==> src/rtl/masked_zscore_normalizer_defines.svh <==
// assertion macros for the normalizer
`ifndef MASKED_ZSCORE_NORMALIZER_DEFINES_SVH
`define MASKED_ZSCORE_NORMALIZER_DEFINES_SVH

// property holds in the same cycle
`define MZN_ASSERT_NOW(lbl, ante, cons) \
   lbl: assert property (@(posedge clock) disable iff (reset) (ante) |-> (cons)) \
      else $error("mzn check failed");

// property holds in the next cycle
`define MZN_ASSERT_NEXT(lbl, ante, cons) \
   lbl: assert property (@(posedge clock) disable iff (reset) (ante) |=> (cons)) \
      else $error("mzn check failed");

`endif

==> src/rtl/mzn_pkg.sv <==
package mzn_pkg;

   localparam int STORE_DEPTH = 4096;
   localparam int ADDR_W      = $clog2(STORE_DEPTH);
   localparam int CNT_W       = ADDR_W + 1;
   localparam int SAMPLE_W    = 24;
   localparam int DIFF_W      = SAMPLE_W + 1;
   localparam int SUM_W       = SAMPLE_W + ADDR_W;
   localparam int SQ_W        = 2 * DIFF_W;
   localparam int ACC_W       = 62;
   localparam int DIV_W       = 62;
   localparam int DIVISOR_W   = 24;
   localparam int STEP_W      = 6;
   localparam int ROOT_W      = DIV_W / 2;
   localparam int SQRT_CNT_W  = 5;
   localparam int FRAC_W      = 16;

   localparam logic [STEP_W-1:0] MEAN_STEPS = STEP_W'(SUM_W + 1);
   localparam logic [STEP_W-1:0] READ_STEPS = STEP_W'(DIFF_W + FRAC_W);
   localparam logic [STEP_W-1:0] VAR_STEPS  = STEP_W'(DIV_W);
   localparam logic [SQRT_CNT_W-1:0] SQRT_STEPS = SQRT_CNT_W'(ROOT_W);

   localparam logic [CNT_W-1:0]    DEPTH_COUNT = CNT_W'(STORE_DEPTH);
   localparam logic [SAMPLE_W-1:0] Q_MAX = 24'h7FFFFF;
   localparam logic [SAMPLE_W-1:0] Q_MIN = 24'h800000;

   localparam logic [1:0] OP_CLEAR   = 2'd0;
   localparam logic [1:0] OP_LOAD    = 2'd1;
   localparam logic [1:0] OP_COMPUTE = 2'd2;
   localparam logic [1:0] OP_READ    = 2'd3;

   localparam logic [1:0] ST_OK    = 2'd0;
   localparam logic [1:0] ST_EMPTY = 2'd1;
   localparam logic [1:0] ST_FULL  = 2'd2;
   localparam logic [1:0] ST_BAD   = 2'd3;

   typedef struct packed {
      logic accept;
      logic mean_set;
      logic var_start;
      logic sqrt_start;
      logic dev_set;
      logic read_eval;
      logic read_set;
      logic finish;
   } cmd_type;

   typedef struct packed {
      logic tally_zero;
      logic div_busy;
      logic scan_busy;
      logic sqrt_busy;
      logic read_div;
      logic out_free;
   } sts_type;

endpackage

==> src/rtl/mzn_ctrl.sv <==
module mzn_ctrl (
   input  logic                 clock,
   input  logic                 reset,
   input  logic                 req_tvalid,
   input  logic [1:0]           req_op,
   input  mzn_pkg::sts_type     sts,
   output logic                 req_tready,
   output mzn_pkg::cmd_type     cmd
);

   localparam logic [2:0] S_IDLE      = 3'd0;
   localparam logic [2:0] S_MEAN_DIV  = 3'd1;
   localparam logic [2:0] S_SCAN      = 3'd2;
   localparam logic [2:0] S_VAR_DIV   = 3'd3;
   localparam logic [2:0] S_SQRT      = 3'd4;
   localparam logic [2:0] S_READ_EVAL = 3'd5;
   localparam logic [2:0] S_READ_DIV  = 3'd6;
   localparam logic [2:0] S_FINISH    = 3'd7;

   logic [2:0] state_ff, state_in;

   assign req_tready = (state_ff == S_IDLE) && sts.out_free;

   always_comb begin
      state_in = state_ff;
      cmd      = '0;
      unique case (state_ff)
         S_IDLE: begin
            if (req_tvalid && req_tready) begin
               cmd.accept = 1'b1;
               unique case (req_op)
                  mzn_pkg::OP_COMPUTE: state_in = sts.tally_zero ? S_FINISH : S_MEAN_DIV;
                  mzn_pkg::OP_READ:    state_in = S_READ_EVAL;
                  default:             state_in = S_FINISH;
               endcase
            end
         end
         S_MEAN_DIV: begin
            if (!sts.div_busy) begin
               cmd.mean_set = 1'b1;
               state_in     = S_SCAN;
            end
         end
         S_SCAN: begin
            if (!sts.scan_busy) begin
               cmd.var_start = 1'b1;
               state_in      = S_VAR_DIV;
            end
         end
         S_VAR_DIV: begin
            if (!sts.div_busy) begin
               cmd.sqrt_start = 1'b1;
               state_in       = S_SQRT;
            end
         end
         S_SQRT: begin
            if (!sts.sqrt_busy) begin
               cmd.dev_set = 1'b1;
               state_in    = S_FINISH;
            end
         end
         S_READ_EVAL: begin
            cmd.read_eval = 1'b1;
            state_in      = sts.read_div ? S_READ_DIV : S_FINISH;
         end
         S_READ_DIV: begin
            if (!sts.div_busy) begin
               cmd.read_set = 1'b1;
               state_in     = S_FINISH;
            end
         end
         S_FINISH: begin
            cmd.finish = 1'b1;
            state_in   = S_IDLE;
         end
         default: state_in = S_IDLE;
      endcase
   end

   always_ff @(posedge clock) begin
      if (reset) begin
         state_ff <= S_IDLE;
      end else begin
         state_ff <= state_in;
      end
   end

endmodule

==> config.mk <==
export PLATFORM = sky130hd
export DESIGN_NAME = mzn_ctrl
export DESIGN_NICKNAME = d
export VERILOG_FILES = /design/src/rtl/masked_zscore_normalizer_defines.svh /design/src/rtl/mzn_pkg.sv /design/src/rtl/mzn_ctrl.sv
export SDC_FILE = /design/constraint.sdc
export NUM_CORES = 1
export LEC_CHECK = 0
export BUFFER_PORTS_ARGS = -buffer_cell sky130_fd_sc_hd__buf_2
export CAP_MARGIN = 20
export CORE_AREA = 2 2 39 41
export DETAILED_ROUTE_END_ITERATION = 12
export DIE_AREA = 0 0 41 43
export SYNTH_ARGS = -nofsm -noshare
export SYNTH_HDL_FRONTEND = slang
export SYNTH_SLANG_ARGS = --single-unit
==> constraint.sdc <==
create_clock -name clock -period 1.6 [get_ports clock]
set_input_delay 0.32 -clock clock [delete_from_list [all_inputs] [get_ports clock]]
set_output_delay 0.32 -clock clock [all_outputs]
set_load 0.05 [all_outputs]
==> metrics.yaml <==
routing:
  dr.pass1.iters: 2
  drt_iter0_markers: 2
  wirelength_um: 878
  ant_nets: 0
  drcViolationCount: 0
  num_vias: 394
  post_drt_wl_per_cell_um: 11.0
  vias_per_cell: 4.93
setup_path:
  worstRegToRegCells: 4
  crit_required_ns: 1.28
  critPathMaxFanout: 8
  reg2reg_from: "state_ff[2]$_SDFFE_PP0P_"
  slowest_delay_ns: 0.38
  reg2reg_slack_ns: 0.17
  path_class: "flop to output pin"
  endpoint_kind: "output pin"
  reg2reg_to: "state_ff[1]$_SDFFE_PP0P_"
  path_cells: "or2b_4 -> nor3b_4 -> buf_6"
  critPathSlowestCell: "dfxtp_4"
  critPathLaunchType: "flop"
  cp_data_arrival_time_ns: 1.28
layout:
  nFillCells: 152
  regArea_um2: 71.3
  reg_top3: "state_ff (3)"
  mostFrequentLayoutCells: "13 x buf_2, 6 x buf_4, 5 x nand2_1"
  area_growth_pct: 71.9
  stdcell_area_um2: 566
  final_common_cell: "buf_2"
  largest_register: "state_ff"
  fin_util_pct: 40.9
  multi_input_area_um2: 304
  final_cells: 80
  diodes: 0
  nets: 76
  largest_reg_flops: 3
  drive_above_1_share_pct: 62.5
yosys:
  yosysUniqueCellTypes: 28
  synth.yosys.seq_area_share_pct: 18.3
  yosysTopAreaCell: "dfxtp_1"
  async_flop_share_pct: 0
  synth_nets: 52
  synth_edf_count: 0
  synthCells: 41
  yosys.area.top_type_share_pct: 18.3
  synth_ff_type: "dfxtp_1"
  avgSynthCellArea_um2: 8.03
  syn_area_um2: 329
  ys_ff_latch: 3
  synthTopCellsByArea: "dfxtp_1 18%, nand2_1 5.7%, nor4b_1 5.3%"
  yosysWarnings: 0
die:
  core_area_um2: 1380
  rows: 14
  die_w_um: 41
  die_y_um: 43
  initial_core_util_pct: 23.8
  die_area_um2: 1760
  num_io_pins: 20
clock_network:
  clk-insertion-delay-late_ns: 0.24
  cts_tree: "yes"
  cts.clk_slew.worst_paths_ns: 0.04
  clock_path_buffers: 2
  cts_root_buffer: "clkbuf_4"
  htree_levels: 1
  cts.sinks: 3
  cts_made_buffers: 3
global_route:
  grt_pass1_vias: 382
  grt_first_pass_wirelength_um: 1390
  grt_antenna_before_repair: 0
  grt_usage_pct: 11.9
  grt_start_max_net_pins: 15
  overflow: 0
power:
  total_leakage_power_nw: 0.255
  powerDensity_nw_per_um2: 1820
  ir_drop_mv: 0.686
min_path:
  hold_path.startpoint: "reset"
  hold-path-cell-count: 2
  min_to: "state_ff[2]$_SDFFE_PP0P_"
  min_path_type: "input port to flop"
timing:
  min_period_ns: 1.60
  max_slew_margin_pct: 81.2
  finalMaxSlewViolations: 0
  tightest_slew_ns: 0.282
  max_freq_mhz: 625
  post-route-worst-setup-slack_ns: -0.00126
  min_period_over_period_pct: 100
  clock_skew_ns: 0.00504
  finalHoldViolations: 0
  setup_violations: 1
  rsz0062_at_grt: "true"
placement:
  dp_slack_ns: 0.0726
  place_inst: 76
  dpl_cell_area_um2: 477
  hpwl_um: 683
  io_buffers: 19
  gp_congestion: 0.716
status:
  status: "finished with violations"
  violations: "setup timing"
flow_run:
  drv_cap: 0
==> cell type report <==
type / count / share of cell area (%)
sequential: 3 / 12.6
multi-input combinational: 35 / 53.8
tap: 16 / 3.54
clock buffer: 4 / 4.65
timing repair buffer: 22 / 25.4
==> synth_stat cells, types with 2 or more instances <==
master   number
nor2_1        4
nand2_1       5
nor4b_1       2
dfxtp_1       3
and3_1        2
a21oi_1       2
nor3_1        2
==> metrics by stage <==
stage               power, mW  hold WS, ns  TNS [ns]
floorplan               0.678        0.389    -0.483
global placement        0.785        0.529         0
detailed placement      0.792        0.539         0
CTS                     0.988        0.277   -0.0348
global route             1.12        0.278    -0.118
finish                   1.03        0.284  -0.00126
==> power by group <==
part / switching (mW) / leakage, nW / internal, mW
registers: 0.115 / 0.0267 / 0.131
logic: 0.340 / 0.213 / 0.310
clock network: 0.0416 / 0.0150 / 0.0936
total: 0.497 / 0.255 / 0.535
==> how the worst max path moves through the flow <==
stage | to | slack [ns] | cells past startpoint | startpoint
3_3_place_gp | state_ff[1]$_SDFFE_PP0P_ | 0.07 | 4 | state_ff[1]$_SDFFE_PP0P_
4_1_cts | cmd[1] | -0.03 | 3 | state_ff[2]$_SDFFE_PP0P_
2_1_floorplan | cmd[5] | -0.26 | 2 | state_ff[1]$_SDFFE_PP0P_
5_1_grt | cmd[1] | -0.07 | 3 | state_ff[2]$_SDFFE_PP0P_
3_5_place_dp | state_ff[1]$_SDFFE_PP0P_ | 0.07 | 4 | state_ff[1]$_SDFFE_PP0P_
6_report | cmd[1] | -0.001 | 3 | state_ff[2]$_SDFFE_PP0P_
==> logic make-up after synthesis <==
logic type / synth area share (%)
multiplexers: 7.60
buffers and inverters: 7.22
flip-flops: 18.3
AO/OA/AOI/OAI: 20.5
AND/OR/NAND/NOR: 46.4
==> worst max-delay path: cells and delay by family (launching register included) <==
family / cells / cell delay, ns
AND/OR/NAND/NOR: 2 / 0.48
buffers and inverters: 1 / 0.18
flip-flops: 1 / 0.38
==> metal layers <==
metal  share of wire, %  track usage, %  wire [um]
met3                9.1            3.14         80
met4                1.4            10.0         12
met2                 51            19.4        445
met1                 39            11.5        339
met5                  0               0          0
==> repair_timing <==
| action | 4_1_cts | 5_1_grt |
|---|---|---|
| buffers inserted | 0 | 0 |
| gates resized for setup | 12 | 8 |
| hold buffers | 0 | 0 |
| setup endpoints to repair | 9 | 7 |
(Power assumes the default switching activity.)
